File: src/stt_pkg.sv
`default_nettype none
// ----------------------------------------------------------------------------
// stt_pkg
// Shared constants, status codes and controller/datapath handshake structs
// for the sleep timer table.
// ----------------------------------------------------------------------------
package stt_pkg;

   localparam int SLOTS = 16;
   localparam int IDX_W = $clog2(SLOTS);
   localparam int CNT_W = $clog2(SLOTS + 1);

   localparam logic [15:0] TICK_PERIOD_RESET = 16'd55;

   // transaction kinds
   localparam logic [1:0] KIND_SLEEP  = 2'd0;
   localparam logic [1:0] KIND_CANCEL = 2'd1;
   localparam logic [1:0] KIND_TICK   = 2'd2;

   // result status codes
   localparam logic [2:0] ST_QUEUED   = 3'd0;
   localparam logic [2:0] ST_FULL     = 3'd1;
   localparam logic [2:0] ST_SHORT    = 3'd2;
   localparam logic [2:0] ST_REMOVED  = 3'd3;
   localparam logic [2:0] ST_NOTFOUND = 3'd4;
   localparam logic [2:0] ST_WOKEN    = 3'd5;
   localparam logic [2:0] ST_NONE     = 3'd6;

   // controller -> datapath
   typedef struct packed {
      logic capture;      // latch request, reset walk pointers
      logic sleep_done;   // insert or refuse, post sleep result
      logic cancel_step;  // test current entry, remove on match
      logic cancel_miss;  // post not-found
      logic tick_step;    // decrement current entry, wake on zero
      logic tick_end;     // post final tick result
   } cmd_type;

   // datapath -> controller
   typedef struct packed {
      logic div_done;
      logic walk_done;
      logic match;
      logic out_free;
      logic tick_ok;
   } stat_type;

endpackage
`default_nettype wire

File: src/stt_req_if.sv
`default_nettype none
// ----------------------------------------------------------------------------
// stt_req_if
// Request channel: sleep, cancel and tick transactions.
// ----------------------------------------------------------------------------
interface stt_req_if;
   logic        valid;
   logic        ready;
   logic [1:0]  kind;
   logic [31:0] duration_ms;
   logic [7:0]  process_id;
   logic [5:0]  thread_id;

   modport source (output valid, kind, duration_ms, process_id, thread_id,
                   input ready);
   modport sink   (input valid, kind, duration_ms, process_id, thread_id,
                   output ready);
endinterface
`default_nettype wire

File: src/stt_rsp_if.sv
`default_nettype none
// ----------------------------------------------------------------------------
// stt_rsp_if
// Response channel: one or more results per request transaction.
// ----------------------------------------------------------------------------
interface stt_rsp_if;
   logic       valid;
   logic       ready;
   logic [2:0] status;
   logic [7:0] woken_process;
   logic [5:0] woken_thread;
   logic       last;

   modport source (output valid, status, woken_process, woken_thread, last,
                   input ready);
   modport sink   (input valid, status, woken_process, woken_thread, last,
                   output ready);
endinterface
`default_nettype wire

File: src/stt_divider.sv
`default_nettype none
// ----------------------------------------------------------------------------
// stt_divider
// Restoring divider, 32-bit dividend by 16-bit divisor, one quotient bit
// per cycle. done stays high from completion until the next start.
// ----------------------------------------------------------------------------
module stt_divider (
   input  wire logic        clock,
   input  wire logic        reset,
   input  wire logic        start,
   input  wire logic [31:0] dividend,
   input  wire logic [15:0] divisor,
   output logic             done,
   output logic [31:0]      quotient
);

   logic        busy_ff, busy_in;
   logic        done_ff, done_in;
   logic [4:0]  cnt_ff, cnt_in;
   logic [31:0] quo_ff, quo_in;
   logic [15:0] rem_ff, rem_in;
   logic [15:0] dvs_ff, dvs_in;
   logic [16:0] rem_sh;

   always_comb begin
      busy_in = busy_ff;
      done_in = done_ff;
      cnt_in  = cnt_ff;
      quo_in  = quo_ff;
      rem_in  = rem_ff;
      dvs_in  = dvs_ff;
      rem_sh  = {rem_ff, quo_ff[31]};
      if (start) begin
         busy_in = 1'b1;
         done_in = 1'b0;
         cnt_in  = 5'd0;
         quo_in  = dividend;
         rem_in  = 16'd0;
         dvs_in  = divisor;
      end else if (busy_ff) begin
         if (rem_sh >= {1'b0, dvs_ff}) begin
            rem_in = 16'(rem_sh - {1'b0, dvs_ff});
            quo_in = {quo_ff[30:0], 1'b1};
         end else begin
            rem_in = rem_sh[15:0];
            quo_in = {quo_ff[30:0], 1'b0};
         end
         cnt_in = cnt_ff + 5'd1;
         if (cnt_ff == 5'd31) begin
            busy_in = 1'b0;
            done_in = 1'b1;
         end
      end
   end

   always_ff @(posedge clock) begin
      if (reset) begin
         busy_ff <= 1'b0;
         done_ff <= 1'b0;
         cnt_ff  <= 5'd0;
      end else begin
         busy_ff <= busy_in;
         done_ff <= done_in;
         cnt_ff  <= cnt_in;
      end
      quo_ff <= quo_in;
      rem_ff <= rem_in;
      dvs_ff <= dvs_in;
   end

   assign done     = done_ff;
   assign quotient = quo_ff;

endmodule
`default_nettype wire

File: src/stt_datapath.sv
`default_nettype none
// ----------------------------------------------------------------------------
// stt_datapath
// Slot table, sleeper list, tick period register, divider, one-deep wake
// holding register and the response output register.
// ----------------------------------------------------------------------------
module stt_datapath (
   input  wire logic               clock,
   input  wire logic               reset,
   input  wire stt_pkg::cmd_type   cmd,
   output stt_pkg::stat_type       stat,
   input  wire logic [1:0]         req_kind,
   input  wire logic [31:0]        req_duration_ms,
   input  wire logic [7:0]         req_process_id,
   input  wire logic [5:0]         req_thread_id,
   input  wire logic               csr_wr_en,
   input  wire logic [15:0]        csr_wr_data,
   input  wire logic               rsp_ready,
   output logic                    rsp_valid,
   output logic [2:0]              rsp_status,
   output logic [7:0]              rsp_woken_process,
   output logic [5:0]              rsp_woken_thread,
   output logic                    rsp_last
);

   localparam int IW = stt_pkg::IDX_W;
   localparam int CW = stt_pkg::CNT_W;
   localparam int NS = stt_pkg::SLOTS;

   // slot table
   logic [NS-1:0] used_ff;
   logic [7:0]    proc_ff  [NS];
   logic [5:0]    thr_ff   [NS];
   logic [31:0]   ticks_ff [NS];
   logic [IW-1:0] next_ff  [NS];

   logic [IW-1:0] head_ff, head_in;
   logic [CW-1:0] count_ff, count_in;
   logic [15:0]   period_ff;

   // walk state and captured request
   logic [IW-1:0] cur_ff, cur_in;
   logic [IW-1:0] prev_ff, prev_in;
   logic [CW-1:0] steps_ff, steps_in;
   logic [CW-1:0] walk_n_ff;
   logic [7:0]    pid_ff;
   logic [5:0]    tid_ff;

   // wake holding register
   logic          hold_vld_ff, hold_vld_in;
   logic [7:0]    hold_p_ff, hold_p_in;
   logic [5:0]    hold_t_ff, hold_t_in;

   // output register
   logic          out_vld_ff, out_vld_in;
   logic [2:0]    out_st_ff;
   logic [7:0]    out_p_ff;
   logic [5:0]    out_t_ff;
   logic          out_last_ff;

   logic          div_start, div_done;
   logic [31:0]   div_q;
   logic [15:0]   divisor;

   logic [IW-1:0] free_idx;
   logic          free_found;
   logic [31:0]   dec;
   logic          wake, match, out_free, do_unlink, do_insert;
   logic          emit, emit_last;
   logic [2:0]    emit_st;
   logic [7:0]    emit_p;
   logic [5:0]    emit_t;

   assign divisor   = (period_ff == 16'd0) ? 16'd1 : period_ff;
   assign div_start = cmd.capture && (req_kind == stt_pkg::KIND_SLEEP);

   stt_divider u_div (
      .clock    (clock),
      .reset    (reset),
      .start    (div_start),
      .dividend (req_duration_ms),
      .divisor  (divisor),
      .done     (div_done),
      .quotient (div_q)
   );

   // lowest free slot
   always_comb begin
      free_idx   = '0;
      free_found = 1'b0;
      for (int i = NS - 1; i >= 0; i--) begin
         if (!used_ff[i]) begin
            free_idx   = IW'(i);
            free_found = 1'b1;
         end
      end
   end

   assign dec      = ticks_ff[cur_ff] - 32'd1;
   assign wake     = (dec == 32'd0);
   assign match    = (proc_ff[cur_ff] == pid_ff) && (thr_ff[cur_ff] == tid_ff);
   assign out_free = !out_vld_ff || rsp_ready;

   assign do_insert = cmd.sleep_done && (div_q != 32'd0) && free_found &&
                      (count_ff < CW'(NS));
   assign do_unlink = (cmd.cancel_step && match) || (cmd.tick_step && wake);

   // result selection
   always_comb begin
      emit      = 1'b0;
      emit_st   = stt_pkg::ST_NONE;
      emit_p    = 8'd0;
      emit_t    = 6'd0;
      emit_last = 1'b1;
      if (cmd.sleep_done) begin
         emit = 1'b1;
         if (div_q == 32'd0)
            emit_st = stt_pkg::ST_SHORT;
         else if (do_insert)
            emit_st = stt_pkg::ST_QUEUED;
         else
            emit_st = stt_pkg::ST_FULL;
      end else if (cmd.cancel_step && match) begin
         emit    = 1'b1;
         emit_st = stt_pkg::ST_REMOVED;
         emit_p  = pid_ff;
         emit_t  = tid_ff;
      end else if (cmd.cancel_miss) begin
         emit    = 1'b1;
         emit_st = stt_pkg::ST_NOTFOUND;
      end else if (cmd.tick_step && wake && hold_vld_ff) begin
         emit      = 1'b1;
         emit_st   = stt_pkg::ST_WOKEN;
         emit_p    = hold_p_ff;
         emit_t    = hold_t_ff;
         emit_last = 1'b0;
      end else if (cmd.tick_end) begin
         emit = 1'b1;
         if (hold_vld_ff) begin
            emit_st = stt_pkg::ST_WOKEN;
            emit_p  = hold_p_ff;
            emit_t  = hold_t_ff;
         end
      end
   end

   // list pointers, walk state, hold register
   always_comb begin
      head_in     = head_ff;
      count_in    = count_ff;
      cur_in      = cur_ff;
      prev_in     = prev_ff;
      steps_in    = steps_ff;
      hold_vld_in = hold_vld_ff;
      hold_p_in   = hold_p_ff;
      hold_t_in   = hold_t_ff;
      out_vld_in  = out_vld_ff;

      if (cmd.capture) begin
         cur_in      = head_ff;
         prev_in     = head_ff;
         steps_in    = '0;
         hold_vld_in = 1'b0;
      end
      if (do_insert) begin
         head_in  = free_idx;
         count_in = count_ff + CW'(1);
      end
      if (do_unlink) begin
         if (cur_ff == head_ff)
            head_in = next_ff[cur_ff];
         count_in = count_ff - CW'(1);
      end
      if (cmd.cancel_step || cmd.tick_step) begin
         if (!do_unlink)
            prev_in = cur_ff;
         cur_in   = next_ff[cur_ff];
         steps_in = steps_ff + CW'(1);
      end
      if (cmd.tick_step && wake) begin
         hold_vld_in = 1'b1;
         hold_p_in   = proc_ff[cur_ff];
         hold_t_in   = thr_ff[cur_ff];
      end

      if (emit)
         out_vld_in = 1'b1;
      else if (rsp_ready)
         out_vld_in = 1'b0;
   end

   always_ff @(posedge clock) begin
      if (reset) begin
         used_ff     <= '0;
         head_ff     <= '0;
         count_ff    <= '0;
         period_ff   <= stt_pkg::TICK_PERIOD_RESET;
         hold_vld_ff <= 1'b0;
         out_vld_ff  <= 1'b0;
         steps_ff    <= '0;
      end else begin
         head_ff     <= head_in;
         count_ff    <= count_in;
         hold_vld_ff <= hold_vld_in;
         out_vld_ff  <= out_vld_in;
         steps_ff    <= steps_in;
         if (csr_wr_en)
            period_ff <= csr_wr_data;
         if (do_insert)
            used_ff[free_idx] <= 1'b1;
         if (do_unlink)
            used_ff[cur_ff] <= 1'b0;
      end
      cur_ff    <= cur_in;
      prev_ff   <= prev_in;
      hold_p_ff <= hold_p_in;
      hold_t_ff <= hold_t_in;
      if (cmd.capture) begin
         walk_n_ff <= count_ff;
         pid_ff    <= req_process_id;
         tid_ff    <= req_thread_id;
      end
      if (emit) begin
         out_st_ff   <= emit_st;
         out_p_ff    <= emit_p;
         out_t_ff    <= emit_t;
         out_last_ff <= emit_last;
      end
   end

   // table entries
   always_ff @(posedge clock) begin
      if (do_insert) begin
         proc_ff[free_idx]  <= pid_ff;
         thr_ff[free_idx]   <= tid_ff;
         ticks_ff[free_idx] <= div_q;
         next_ff[free_idx]  <= head_ff;
      end
      if (cmd.tick_step)
         ticks_ff[cur_ff] <= dec;
      if (do_unlink && (cur_ff != head_ff))
         next_ff[prev_ff] <= next_ff[cur_ff];
   end

   assign stat.div_done  = div_done;
   assign stat.walk_done = (steps_ff == walk_n_ff);
   assign stat.match     = match;
   assign stat.out_free  = out_free;
   assign stat.tick_ok   = out_free || !(wake && hold_vld_ff);

   assign rsp_valid         = out_vld_ff;
   assign rsp_status        = out_st_ff;
   assign rsp_woken_process = out_p_ff;
   assign rsp_woken_thread  = out_t_ff;
   assign rsp_last          = out_last_ff;

   // occupancy count tracks the used bits
   a_count_used: assert property (@(posedge clock) disable iff (reset)
      $countones(used_ff) == 32'(count_ff))
      else $error("sleeper count out of step with used slots");

   // a result is only posted into a free output register
   a_emit_free: assert property (@(posedge clock) disable iff (reset)
      emit |-> out_free)
      else $error("result posted while output register busy");

   // the closing tick result always carries last
   a_tick_last: assert property (@(posedge clock) disable iff (reset)
      cmd.tick_end |=> out_vld_ff && out_last_ff)
      else $error("tick end did not post a last result");

   // a removal always targets a slot in use
   a_unlink_used: assert property (@(posedge clock) disable iff (reset)
      do_unlink |-> used_ff[cur_ff])
      else $error("removal of a free slot");

endmodule
`default_nettype wire

File: src/stt_ctrl.sv
`default_nettype none
// ----------------------------------------------------------------------------
// stt_ctrl
// Sequencer: accepts one request transaction at a time and steps the
// datapath through divide, list walk and result posting.
// ----------------------------------------------------------------------------
module stt_ctrl (
   input  wire logic              clock,
   input  wire logic              reset,
   input  wire logic              req_valid,
   input  wire logic [1:0]        req_kind,
   output logic                   req_ready,
   input  wire stt_pkg::stat_type stat,
   output stt_pkg::cmd_type       cmd
);

   localparam logic [2:0] S_IDLE     = 3'd0;
   localparam logic [2:0] S_DIV      = 3'd1;
   localparam logic [2:0] S_SLEEP    = 3'd2;
   localparam logic [2:0] S_CANCEL   = 3'd3;
   localparam logic [2:0] S_TICK     = 3'd4;
   localparam logic [2:0] S_TICK_END = 3'd5;

   logic [2:0] state_ff, state_in;
   logic       accept;

   assign req_ready = (state_ff == S_IDLE);
   assign accept    = req_valid && req_ready;

   always_comb begin
      state_in = state_ff;
      cmd      = '0;
      case (state_ff)
         S_IDLE: begin
            if (accept) begin
               cmd.capture = 1'b1;
               case (req_kind)
                  stt_pkg::KIND_SLEEP:  state_in = S_DIV;
                  stt_pkg::KIND_CANCEL: state_in = S_CANCEL;
                  stt_pkg::KIND_TICK:   state_in = S_TICK;
                  default:              state_in = S_IDLE;
               endcase
            end
         end
         S_DIV: begin
            if (stat.div_done)
               state_in = S_SLEEP;
         end
         S_SLEEP: begin
            if (stat.out_free) begin
               cmd.sleep_done = 1'b1;
               state_in       = S_IDLE;
            end
         end
         S_CANCEL: begin
            if (stat.walk_done) begin
               if (stat.out_free) begin
                  cmd.cancel_miss = 1'b1;
                  state_in        = S_IDLE;
               end
            end else if (!stat.match) begin
               cmd.cancel_step = 1'b1;
            end else if (stat.out_free) begin
               cmd.cancel_step = 1'b1;
               state_in        = S_IDLE;
            end
         end
         S_TICK: begin
            if (stat.walk_done)
               state_in = S_TICK_END;
            else if (stat.tick_ok)
               cmd.tick_step = 1'b1;
         end
         S_TICK_END: begin
            if (stat.out_free) begin
               cmd.tick_end = 1'b1;
               state_in     = S_IDLE;
            end
         end
         default: state_in = S_IDLE;
      endcase
   end

   always_ff @(posedge clock) begin
      if (reset)
         state_ff <= S_IDLE;
      else
         state_ff <= state_in;
   end

   // a walk step is never issued once the walk is complete
   a_walk_bound: assert property (@(posedge clock) disable iff (reset)
      (cmd.cancel_step || cmd.tick_step) |-> !stat.walk_done)
      else $error("walk stepped past the sleeper list");

   // a sleep transaction reaches the result state only with a quotient
   a_div_order: assert property (@(posedge clock) disable iff (reset)
      (state_ff == S_SLEEP) |-> stat.div_done)
      else $error("sleep result without finished division");

   // a new request is captured only from idle
   a_capture_idle: assert property (@(posedge clock) disable iff (reset)
      cmd.capture |-> $past(state_in) == S_IDLE || state_ff == S_IDLE)
      else $error("request captured outside idle");

endmodule
`default_nettype wire

File: src/sleep_timer_table.sv
`default_nettype none
// Sleep: the result is posted once the divider has produced its quotient;
//   cancel and tick walk one list entry per cycle while the response side
//   does not stall, and cancel posts its result on a match or after the walk.
// Throughput: one request transaction at a time; a new request is accepted
//   only once the sequencer is back in idle.
// Reset: synchronous, active high; clears the list, all slots free,
//   tick period back to 55 ms. Slot contents are not cleared.
// ----------------------------------------------------------------------------
// sleep_timer_table
// Table of sleeping threads with tick countdowns, kept as a most-recent-first
// linked list. Sleep converts ms to ticks, cancel removes the first match,
// tick counts every entry down and reports the ones that reach zero.
// ----------------------------------------------------------------------------
module sleep_timer_table (
   input  wire logic        clock,
   input  wire logic        reset,
   stt_req_if.sink          req_if,
   stt_rsp_if.source        rsp_if,
   input  wire logic        csr_wr_en,
   input  wire logic [15:0] csr_wr_data
);

   // command / status between sequencer and datapath
   stt_pkg::cmd_type  cmd;
   stt_pkg::stat_type stat;

   // sequencer: owns req ready, one transaction in flight
   stt_ctrl u_ctrl (
      .clock     (clock),
      .reset     (reset),
      .req_valid (req_if.valid),
      .req_kind  (req_if.kind),
      .req_ready (req_if.ready),
      .stat      (stat),
      .cmd       (cmd)
   );

   // datapath: table, divider, output register driving the response side
   stt_datapath u_dp (
      .clock             (clock),
      .reset             (reset),
      .cmd               (cmd),
      .stat              (stat),
      .req_kind          (req_if.kind),
      .req_duration_ms   (req_if.duration_ms),
      .req_process_id    (req_if.process_id),
      .req_thread_id     (req_if.thread_id),
      .csr_wr_en         (csr_wr_en),
      .csr_wr_data       (csr_wr_data),
      .rsp_ready         (rsp_if.ready),
      .rsp_valid         (rsp_if.valid),
      .rsp_status        (rsp_if.status),
      .rsp_woken_process (rsp_if.woken_process),
      .rsp_woken_thread  (rsp_if.woken_thread),
      .rsp_last          (rsp_if.last)
   );

endmodule
`default_nettype wire
File: src/flat_wrapper.sv
// flat-port wrapper written by rule: the top's interface ports become plain ports
module sleep_timer_table_flat 
  (clock, reset, csr_wr_en, csr_wr_data, req_if_valid, req_if_kind, req_if_duration_ms, req_if_process_id, req_if_thread_id, req_if_ready, rsp_if_valid, rsp_if_status, rsp_if_woken_process, rsp_if_woken_thread, rsp_if_last, rsp_if_ready);
  stt_req_if req_if_i ();
  stt_rsp_if rsp_if_i ();
  input  wire logic clock;
  input  wire logic reset;
  input  wire logic csr_wr_en;
  input  wire logic [15:0] csr_wr_data;
  input wire logic [$bits(req_if_i.valid)-1:0] req_if_valid;
  input wire logic [$bits(req_if_i.kind)-1:0] req_if_kind;
  input wire logic [$bits(req_if_i.duration_ms)-1:0] req_if_duration_ms;
  input wire logic [$bits(req_if_i.process_id)-1:0] req_if_process_id;
  input wire logic [$bits(req_if_i.thread_id)-1:0] req_if_thread_id;
  output wire logic [$bits(req_if_i.ready)-1:0] req_if_ready;
  output wire logic [$bits(rsp_if_i.valid)-1:0] rsp_if_valid;
  output wire logic [$bits(rsp_if_i.status)-1:0] rsp_if_status;
  output wire logic [$bits(rsp_if_i.woken_process)-1:0] rsp_if_woken_process;
  output wire logic [$bits(rsp_if_i.woken_thread)-1:0] rsp_if_woken_thread;
  output wire logic [$bits(rsp_if_i.last)-1:0] rsp_if_last;
  input wire logic [$bits(rsp_if_i.ready)-1:0] rsp_if_ready;
  assign req_if_i.valid = req_if_valid;
  assign req_if_i.kind = req_if_kind;
  assign req_if_i.duration_ms = req_if_duration_ms;
  assign req_if_i.process_id = req_if_process_id;
  assign req_if_i.thread_id = req_if_thread_id;
  assign req_if_ready = req_if_i.ready;
  assign rsp_if_valid = rsp_if_i.valid;
  assign rsp_if_status = rsp_if_i.status;
  assign rsp_if_woken_process = rsp_if_i.woken_process;
  assign rsp_if_woken_thread = rsp_if_i.woken_thread;
  assign rsp_if_last = rsp_if_i.last;
  assign rsp_if_i.ready = rsp_if_ready;
  sleep_timer_table u_core (.clock(clock), .reset(reset), .req_if(req_if_i), .rsp_if(rsp_if_i), .csr_wr_en(csr_wr_en), .csr_wr_data(csr_wr_data));
endmodule
File: config.mk
export PLATFORM = sky130hd
export DESIGN_NAME = sleep_timer_table_flat
export DESIGN_NICKNAME = d
export VERILOG_FILES = /design/src/stt_pkg.sv /design/src/stt_req_if.sv /design/src/stt_rsp_if.sv /design/src/stt_divider.sv /design/src/stt_datapath.sv /design/src/stt_ctrl.sv /design/src/sleep_timer_table.sv /design/src/flat_wrapper.sv
export SDC_FILE = /design/constraint.sdc
export NUM_CORES = 1
export LEC_CHECK = 0
export BUFFER_PORTS_ARGS = -buffer_cell sky130_fd_sc_hd__buf_2
export CELL_PAD_IN_SITES_DETAIL_PLACEMENT = 1
export CELL_PAD_IN_SITES_GLOBAL_PLACEMENT = 1
export CORE_ASPECT_RATIO = 1.2
export CORE_UTILIZATION = 58
export DETAILED_ROUTE_END_ITERATION = 7
export PLACE_DENSITY = 0.85
export SYNTH_ARGS = -nofsm -noshare
export SYNTH_HDL_FRONTEND = slang
export SYNTH_SLANG_ARGS = --single-unit
File: constraint.sdc
create_clock -name clock -period 14.4 [get_ports clock]
set_input_delay 2.88 -clock clock [delete_from_list [all_inputs] [get_ports clock]]
set_output_delay 2.88 -clock clock [all_outputs]
set_load 0.1 [all_outputs]
# After elaboration in Yosys (flattened, before gate mapping)

Memory sizes are Yosys's and may differ from the RTL's. A register that Yosys moved wholly into a read port is not among the register bits.
Cells that the tools add are included.

Register bits after elaboration: 181
Memory bits (writable): 800
Word-level logic and storage cells: 220
Memories: 4
Output and inout port bits: 20
Bits of input ports: 69

Memories:

| memory               | depth | width | read ports | clocked after Yosys merged registers in | write ports | RTL line           | source |
|---|---|---|---|---|---|---|---|
| u_core.u_dp.ticks_ff | 16    | 32    | 1          | 1                                       | 1           | stt_datapath.sv:34 | `logic [31:0] ticks_ff [NS];` |
| u_core.u_dp.proc_ff  | 16    | 8     | 1          | 1                                       | 1           | stt_datapath.sv:32 | `logic [7:0] proc_ff [NS];` |
| u_core.u_dp.thr_ff   | 16    | 6     | 1          | 1                                       | 1           | stt_datapath.sv:33 | `logic [5:0] thr_ff [NS];` |
| u_core.u_dp.next_ff  | 16    | 4     | 1          | 1                                       | 1           | stt_datapath.sv:35 | `logic [IW-1:0] next_ff [NS];` |

Bitwise gates (word level): 3
Reduce and logical (&&, ||, !) cells: 37
Eq/ne operators: 17
Add/subtract/negate cells: 6
Multiplexer cells: 122
$lt $le $gt $ge: 6

Operators with widths:

| cell                  | count |
|---|---|
| $mux 4                | 31 |
| $mux 32               | 3 |
| $logic_not 32->1      | 2 |
| $mux 16               | 4 |
| $mux 1                | 52 |
| $mux 8                | 5 |
| $reduce_bool 32->1    | 1 |
| $reduce_or 32->1      | 1 |
| $sub 32x1->32 const B | 1 |
| $mux 6                | 5 |
| $mux 3                | 8 |
| $mux 5                | 4 |
| $ge 17x16->1          | 1 |
| $and 16x16->16        | 1 |
| $logic_not 16->1      | 1 |
| $not 16->16           | 1 |
| $or 16x16->16         | 1 |
| $sub 16x16->16        | 1 |
| $add 5x1->5 const B   | 3 |
| $pmux 3 s5            | 1 |
| $logic_and 1x1->1     | 13 |
| $mux 2                | 6 |
| $lt 4x5->1 const B    | 2 |
| $reduce_bool 2->1     | 5 |
| 28 further kinds      | 38 |

# Logic depth before layout (Yosys ltp)

Gate-level depths: netlist (run 1).

Depth in word-level cells: 25
Depth in mapped cells: 25
Depth with buffers taken out: 20

# Hierarchy

From an unflattened synthesis (run 1), not the netlist that was laid out.

Cells, all modules: 3768
Area, all modules: 47420.5 um2

By module, submodules not included:

| module       | area an instance (um2) | cells an instance | instances |
|---|---|---|---|
| stt_datapath | 43325.3                | 3397              | 1 |
| stt_divider  | 3782.4                 | 331               | 1 |
| stt_ctrl     | 312.8                  | 40                | 1 |

# Least setup slack after synthesis (run 1)

OpenSTA, ideal clock, no wires.

Path kind: register to register
Start point: register with a tool-made name
End point: memory u_core.u_dp.ticks_ff[2][0] (enable)
Clock period less this slack: 7.204 ns
Cell stages (with the launch flop): 19
Data arrival time: 6.735 ns
Setup time: 0.470 ns
Data required time: 13.930 ns
Buffers on the path: 6
Slack: 7.196 ns
Cells stage by stage: dfxtp_1 > buf_6 > buf_6 > buf_6 > buf_2 > buf_2 > mux4_2 > a22oi_1 > nand2_1 > nor4b_2 > nand4_1 > nor2_1 > nor3_1 > o2111ai_1 > nor4_1 > nor2_1 > clkbuf_1 > nand2_1 > o31ai_1

RTL lines:

| item      | RTL line |
|---|---|
| to (decl) | stt_datapath.sv:34 |

==> results.yml, run 1 <==
synthesis:
  synth_warnings: 0
  ys_seq_area_frac: 0.710
  yosys_most_used_dff: "edfxtp_1"
  syn_inst: 2323
  ys_ff_latch: 985
  synthMuxAreaShare: 0.143
  syn_avg_cell_area_um2: 17.4
  synth_edf_count: 903
  synth_top_family_by_area: "multiplexers"
  synth_compound_area_frac: 0.0478
  synthXorXnorAreaFrac: 0.0130
  yosys.area_share.adder: 0.00841
  synth_cell_types: 70
  synth-simple-area-share: 0.0558
  syn-num-nets: 2418
  synth-async-reset-ratio: 0
  synth_area_mm2: 0.0405
worst_setup_path:
  path_cells: "buf_12 -> mux4_2 -> a22o_1 -> a221oi_1 -> nor4b_2 -> nand4_1 -> nand3b_1 -> xor2_1 -> o2111ai_1 -> nor4_1 -> nor2_4 -> buf_4 -> a31oi_1"
  path_class: "reg -> reg"
  start_kind: "flop"
  worst_r2r_path_depth: 13
  crit_path_max_fanout: 125
  cp-end-kind: "flop"
  cp.required_ns: 14.70
  cp.arrival_ns: 8.52
  crit_buf_inv: 2
  crit_family: "simple AND/OR/NAND/NOR gates"
  slowest_delay_ns: 1.05
  path_depth: 13
  critPathSlowestCell: "a31oi_1"
placement:
  gpl.final_weighted_congestion: 0.871
  placed_area_mm2: 0.0418
  dpl.hpwl_mm: 69.8
  port_buffers: 88
cts:
  h-tree-depth: 3
  cts_made_buffers: 92
  clk_latency_ns: 0.69
  cts_sinks: 985
  clk_pin_slew_ns: 0.07
  post_cts_resize_count: 0
  cts-root-buf: "clkbuf_16"
  post_cts_buffers: 0
  cts_tree: "built"
  cts_buffer_depth: 3
  hold_buffers: 0
floorplan:
  coreArea_mm2: 0.0687
  start_util: 0.589
  die_y_um: 291
  ios: 89
  rows: 105
  die_w_um: 243
  die_area_mm2: 0.0709
global_routing:
  grt-ovfl-total: 0
  grt_max_degree: 126
  grt_pass1_vias: 25384
  grt_pass1_wl_mm: 172
  track_usage: 0.338
  grt_antenna_before_repair: 6
sta:
  rsz0062_at_grt: "no"
  finalCritPeriodShare: 0.571
  whs_ns: 0.471
  slew_headroom: 0.0937
  fin_crit_ns: 8.22
  slew_violations: 0
  hold_viol_final: 0
  setup_viol: 0
  fmax_ghz: 0.122
  tns_ns: 0
  clock_skew_ns: 0.0591
  tightestPinTransition_ns: 1.36
cells_and_area:
  syn2layout_area_growth_pct: 10.9
  nets: 2505
  mostFrequentLayoutCells: "903 x edfxtp_1, 222 x mux4_2, 166 x nand2_1, 102 x nor2_1, 93 x clkbuf_16"
  fillers: 5755
  regArea_mm2: 0.0288
  drive_above_1_share: 0.227
  final_area_mm2: 0.0449
  multiInputGateArea_mm2: 0.0109
  final_common_cell: "edfxtp_1"
pwr:
  ir_drop_v: 0.000246
  power.density_mw_per_mm2: 192
  p_total_uw: 8610
  leakage_uw: 0.0149
drt:
  drt-total-wl_mm: 118
  wl_per_cell_um: 34.6
  ant_nets: 0
  vias: 23568
  via_per_inst: 6.93
  drt-pass1-iter-count: 5
  dr.first_iter.drc_count: 2634
  post-route-drc-count: 0
worst_hold_path:
  hold_depth: 2
  hp-class: "reg -> reg"
outcome:
  status: "finished, final reports clean"
flow_run:
  cap_violations: 0
[worst min-delay path, delay by kind of cell (launching register included)]
family	cells	cell delay (ns)
compound gates	1	0.06
buf+inv	1	0.05
flops	1	0.31
[power breakdown]
| part | switching (uW) | total, uW | leakage, uW | internal (uW) |
|---|---|---|---|---|
| logic | 1550 | 2510 | 0.00440 | 957 |
| registers | 209 | 3620 | 0.00894 | 3410 |
| clock network | 1110 | 2480 | 0.00151 | 1370 |
[state kept, by name, indices dropped and copies added (netlist names), 6 cells and up, named ones only]
| signal | flops |
|---|---|
| u_core.u_dp.tid_ff | 6 |
| u_core.u_dp.used_ff | 16 |
| u_core.u_dp.ticks_ff | 512 |
| u_core.u_dp.period_ff | 16 |
| u_core.u_dp.u_div.rem_ff | 16 |
| u_core.u_dp.rsp_woken_thread | 6 |
| u_core.u_dp.thr_ff | 96 |
| u_core.u_dp.hold_t_ff | 6 |
| u_core.u_dp.pid_ff | 8 |
| u_core.u_dp.u_div.dvs_ff | 16 |
| u_core.u_dp.next_ff | 64 |
| u_core.u_dp.rsp_woken_process | 8 |
| u_core.u_dp.hold_p_ff | 8 |
| u_core.u_dp.u_div.quotient | 32 |
| u_core.u_dp.proc_ff | 128 |
[per-stage QoR]
step	util	cells	worst slack (ns)
CTS	0.653	3397	5.93
floorplan	-	2323	7.20
global route	0.653	3401	5.54
detailed placement	0.609	3225	6.02
finish	0.653	3401	6.18
global placement	0.608	3225	6.78
[cell usage after synthesis, types with 7 or more instances]
cell	number	area, um^2
o32ai_1	10	87.6
a221oi_1	11	96.3
a31o_2	8	70.1
dfxtp_1	82	1640
a21boi_0	7	52.6
or3_1	8	50.1
mux4_2	222	5000
o41ai_1	8	70.1
a21oi_1	66	330
or2_2	9	56.3
nor2b_1	17	106
nor2_1	106	398
nor4_1	19	119
buf_2	17	85.1
buf_6	10	113
and3_1	7	43.8
xor2_1	21	184
buf_1	13	48.8
a211oi_1	7	52.6
nor3_1	32	160
mux2i_1	53	531
mux2_2	24	270
ha_1	24	300
nand4_1	20	125
nand2b_1	22	138
inv_1	62	233
edfxtp_1	903	27100
clkbuf_1	88	330
a22o_1	21	184
a21o_1	7	52.6
nand3_1	24	120
xnor2_1	39	342
nand2_1	170	638
o21ai_0	68	340
a31oi_1	17	106
a22oi_1	24	180
[layer usage]
layer / routed length [um] / GRT usage / vias to the layer above
met5: 15 / 0 / -
met2: 60900 / 0.579 / 1510
met4: 7430 / 0.202 / 2
met3: 9220 / 0.0627 / 439
li1: - / - / 9433
met1: 40300 / 0.399 / 12184
[path summary, 6_finish.rpt]
kind,startpoint,end,slack [ns]
setup / recovery,flop,u_core.u_dp.ticks_ff[3][12]$_DFFE_PP_,6.18
hold / removal,u_core.u_dp.u_div.rem_ff[15]$_SDFFE_PP0P_,u_core.u_dp.u_div.rem_ff[15]$_SDFFE_PP0P_,0.47
setup reg to reg,flop,u_core.u_dp.ticks_ff[3][12]$_DFFE_PP_,6.18
hold reg to reg,u_core.u_dp.u_div.rem_ff[15]$_SDFFE_PP0P_,u_core.u_dp.u_div.rem_ff[15]$_SDFFE_PP0P_,0.47
[layout make-up]
cell class,instances,area share
sequential,985,0.641
multi-input combinational,1143,0.244
clock buffer,118,0.0558
tap,909,0.0253
timing repair buffer,125,0.0163
clock inverter,54,0.0127
inverter,63,0.00527
antenna,4,0.000223
[cell families after synthesis]
group	after synthesis
flip-flops	985
multiplexers	299
adder cells (fa/ha/maj)	26
AND/OR/NAND/NOR	467
AO/OA/AOI/OAI	291
buffers and inverters	195
XOR/XNOR	60
Power figures use the tool's default switching activity.
==> run 2: changes to the inputs <==
--- a/config.mk
+++ b/config.mk
@@ -5,13 +5,14 @@
 export SDC_FILE = /design/constraint.sdc
 export NUM_CORES = 1
 export LEC_CHECK = 0
+export ABC_AREA = 1
 export BUFFER_PORTS_ARGS = -buffer_cell sky130_fd_sc_hd__buf_2
 export CELL_PAD_IN_SITES_DETAIL_PLACEMENT = 1
 export CELL_PAD_IN_SITES_GLOBAL_PLACEMENT = 1
 export CORE_ASPECT_RATIO = 1.2
-export CORE_UTILIZATION = 58
+export CORE_UTILIZATION = 46
 export DETAILED_ROUTE_END_ITERATION = 7
-export PLACE_DENSITY = 0.85
+export PLACE_DENSITY = 0.77
 export SYNTH_ARGS = -nofsm -noshare
 export SYNTH_HDL_FRONTEND = slang
 export SYNTH_SLANG_ARGS = --single-unit
==> constraint.sdc (replaced) <==
create_clock -name clock -period 6.8 [get_ports clock]
set_input_delay 1.36 -clock clock [delete_from_list [all_inputs] [get_ports clock]]
set_output_delay 1.36 -clock clock [all_outputs]
set_load 0.1 [all_outputs]
==> run 2 against run 1 <==
Net effect: total power is 130% higher; largest cell class unchanged; highest routed layer unchanged; largest power group unchanged; critical path type unchanged; routed wire length is 11% higher; clock skew is 0.016 ns lower.
==> results.yml, run 2 <==
cts:
  hold_buffers: 0
  post_cts_resize_count: 0
  h-tree-depth: 3
  cts_tree: "built"
  cts-root-buf: "clkbuf_16"
  post_cts_buffers: 0
  cts_sinks: 985
  cts_made_buffers: 96
  clk_latency_ns: 0.69
  cts_buffer_depth: 3
  clk_pin_slew_ns: 0.06
synthesis:
  syn_avg_cell_area_um2: 10.6
  synth_area_leaders: "edfxtp_1 63%, nand2_1 8.4%, nor2_1 4.4%"
  synth_top_area_frac: 0.633
  synth_cell_types: 51
  ys_ff_latch: 985
  synth_warnings: 0
  synth_area_mm2: 0.0429
  syn-num-nets: 4122
  syn_inst: 4027
  yosys_most_used_dff: "edfxtp_1"
  synth_most_common_cell: "nand2_1"
  synth_edf_count: 903
  synth_common_cells: "963 x nand2_1, 903 x edfxtp_1, 504 x nor2_1"
  synth_top_area_cell: "edfxtp_1"
  synth-async-reset-ratio: 0
  ys_seq_area_frac: 0.671
floorplan:
  rows: 122
  coreArea_mm2: 0.0922
  start_util: 0.465
  die_y_um: 336
  ios: 89
  die_area_mm2: 0.0944
  die_w_um: 281
worst_setup_path:
  crit_path_max_fanout: 141
  cp-end-kind: "flop"
  slowest_delay_ns: 0.63
  path_class: "reg -> reg"
  crit_top_cell: "nand3_1"
  start_kind: "flop"
  cp.required_ns: 7.15
  critPathSlowestCell: "nor2_4"
  cp.arrival_ns: 6.32
  crit_family: "simple AND/OR/NAND/NOR gates"
  path_cells: "clkinv_8 -> o21ai_0 -> nand3_1 -> nand3_1 -> nand2_1 -> inv_2 -> ha_1 -> nand3_1 -> nor2_4 -> inv_2 -> nor2_4 -> nand3_1 -> nand2_1 -> nand2_1 -> a21oi_1 -> nand3_1 -> nor2_2 -> nand4_1 -> nand2_2 -> o21ai_1 -> inv_1 -> nand2_1 -> nor2_4 -> buf_4"
  crit_buf_inv: 5
sta:
  tns_ns: 0
  slew_violations: 0
  finalWorstSetupSlack_ns: 0.831
  finalCritPeriodShare: 0.878
  clock_skew_ns: 0.0436
  tightestPinTransition_ns: 1.31
  fin_crit_ns: 5.97
  hold_viol_final: 0
  setup_viol: 0
  rsz0062_at_grt: "no"
  fmax_ghz: 0.168
  slew_headroom: 0.123
cells_and_area:
  syn2layout_area_growth_pct: 11.9
  final_common_cell: "nand2_1"
  drive_above_1_share: 0.102
  largest_register_ffs: 512
  nets: 4202
  top_regs: "u_core.u_dp.ticks_ff: 512 flops, u_core.u_dp.proc_ff: 128 flops, u_core.u_dp.thr_ff: 96 flops"
  mostFrequentLayoutCells: "963 x nand2_1, 903 x edfxtp_1, 480 x nor2_1, 318 x nand3_1, 301 x o21ai_0"
  regMostFlops: "u_core.u_dp.ticks_ff"
  final_util: 0.520
  final_area_mm2: 0.0480
pwr:
  p_total_uw: 20000
  leakage_uw: 0.0179
  power.density_mw_per_mm2: 416
  ir_drop_v: 0.000418
drt:
  wl_per_cell_um: 24.0
  ant_nets: 0
  via_per_inst: 5.74
  drt-pass1-iter-count: 5
  drt-total-wl_mm: 131
  dr.first_iter.drc_count: 3016
  vias: 31170
  post-route-drc-count: 0
placement:
  port_buffers: 88
  placed_area_mm2: 0.0449
  post-place-ws_ns: 0.927
  gpl.final_weighted_congestion: 0.879
  dpl.hpwl_mm: 80.0
global_routing:
  grt-ovfl-total: 0
  grt_pass1_wl_mm: 196
  grt_max_degree: 160
  grt_pass1_vias: 32536
  grt_antenna_before_repair: 1
  track_usage: 0.276
outcome:
  status: "finished, final reports clean"
worst_hold_path:
  hp-class: "reg -> reg"
flow_run:
  cap_violations: 0
==> run 2: path summary, 6_finish.rpt <==
path,from,endpoint,slack (ns),cells after the start
max,flop,u_core.u_dp.ticks_ff[12][5]$_DFFE_PP_,0.83,24
min,u_core.u_dp.period_ff[2]$_SDFFE_PP1P_,u_core.u_dp.u_div.dvs_ff[2]$_SDFFCE_PN0P_,0.43,0
max reg2reg,flop,u_core.u_dp.ticks_ff[12][5]$_DFFE_PP_,0.83,24
min reg2reg,u_core.u_dp.period_ff[2]$_SDFFE_PP1P_,u_core.u_dp.u_div.dvs_ff[2]$_SDFFCE_PN0P_,0.43,0
==> run 2: worst reg2reg max path, cell delays in order (launching register included) <==
cell and delay [ns]:
dfxtp_4 0.42, clkinv_8 0.44, o21ai_0 0.51, nand3_1 0.14, nand3_1 0.12, nand2_1 0.16
inv_2 0.11, ha_1 0.18, nand3_1 0.13, nor2_4 0.19, inv_2 0.07, nor2_4 0.21
nand3_1 0.16, nand2_1 0.13, nand2_1 0.06, a21oi_1 0.14, nand3_1 0.14, nor2_2 0.12
nand4_1 0.11, nand2_2 0.50, o21ai_1 0.26, inv_1 0.17, nand2_1 0.22, nor2_4 0.63
buf_4 0.34
==> run 2: layer usage <==
metal | share of wire | up-vias | GRT usage
li1 | - | 13998 | -
met1 | 0.40 | 15773 | 0.353
met2 | 0.50 | 1136 | 0.476
met3 | 0.065 | 261 | 0.0406
met4 | 0.033 | 2 | 0.103
met5 | 0.000092 | - | 0
==> run 2: layout make-up <==
type | count | area, um^2
Fill cell | 10024 | 44200
Sequential cell | 985 | 28800
Multi-Input combinational cell | 2532 | 12000
Clock buffer | 121 | 2570
Tap cell | 1240 | 1550
Timing Repair Buffer | 196 | 1410
Inverter | 296 | 1130
Clock inverter | 56 | 515
Antenna cell | 1 | 2.50
==> run 2: per-stage QoR <==
step                hold WS, ns  cells
global placement          0.411   5249
CTS                       0.437   5426
finish                    0.432   5427
global route              0.452   5426
detailed placement        0.422   5249
floorplan                 0.429   4027
==> run 2: cell families after synthesis <==
logic type / share of synthesized area
AOI/OAI and AO/OA: 0.0791
DFF: 0.671
buffers and inverters: 0.0521
and+or+nand+nor: 0.181
xor gates and xnor gates: 0.00879
adders and majority gates: 0.00794
==> run 2: power by group <==
| part | internal, uW | switching, uW |
|---|---|---|
| Clock | 2950 | 2330 |
| Sequential | 7410 | 339 |
| Combinational | 1720 | 5210 |
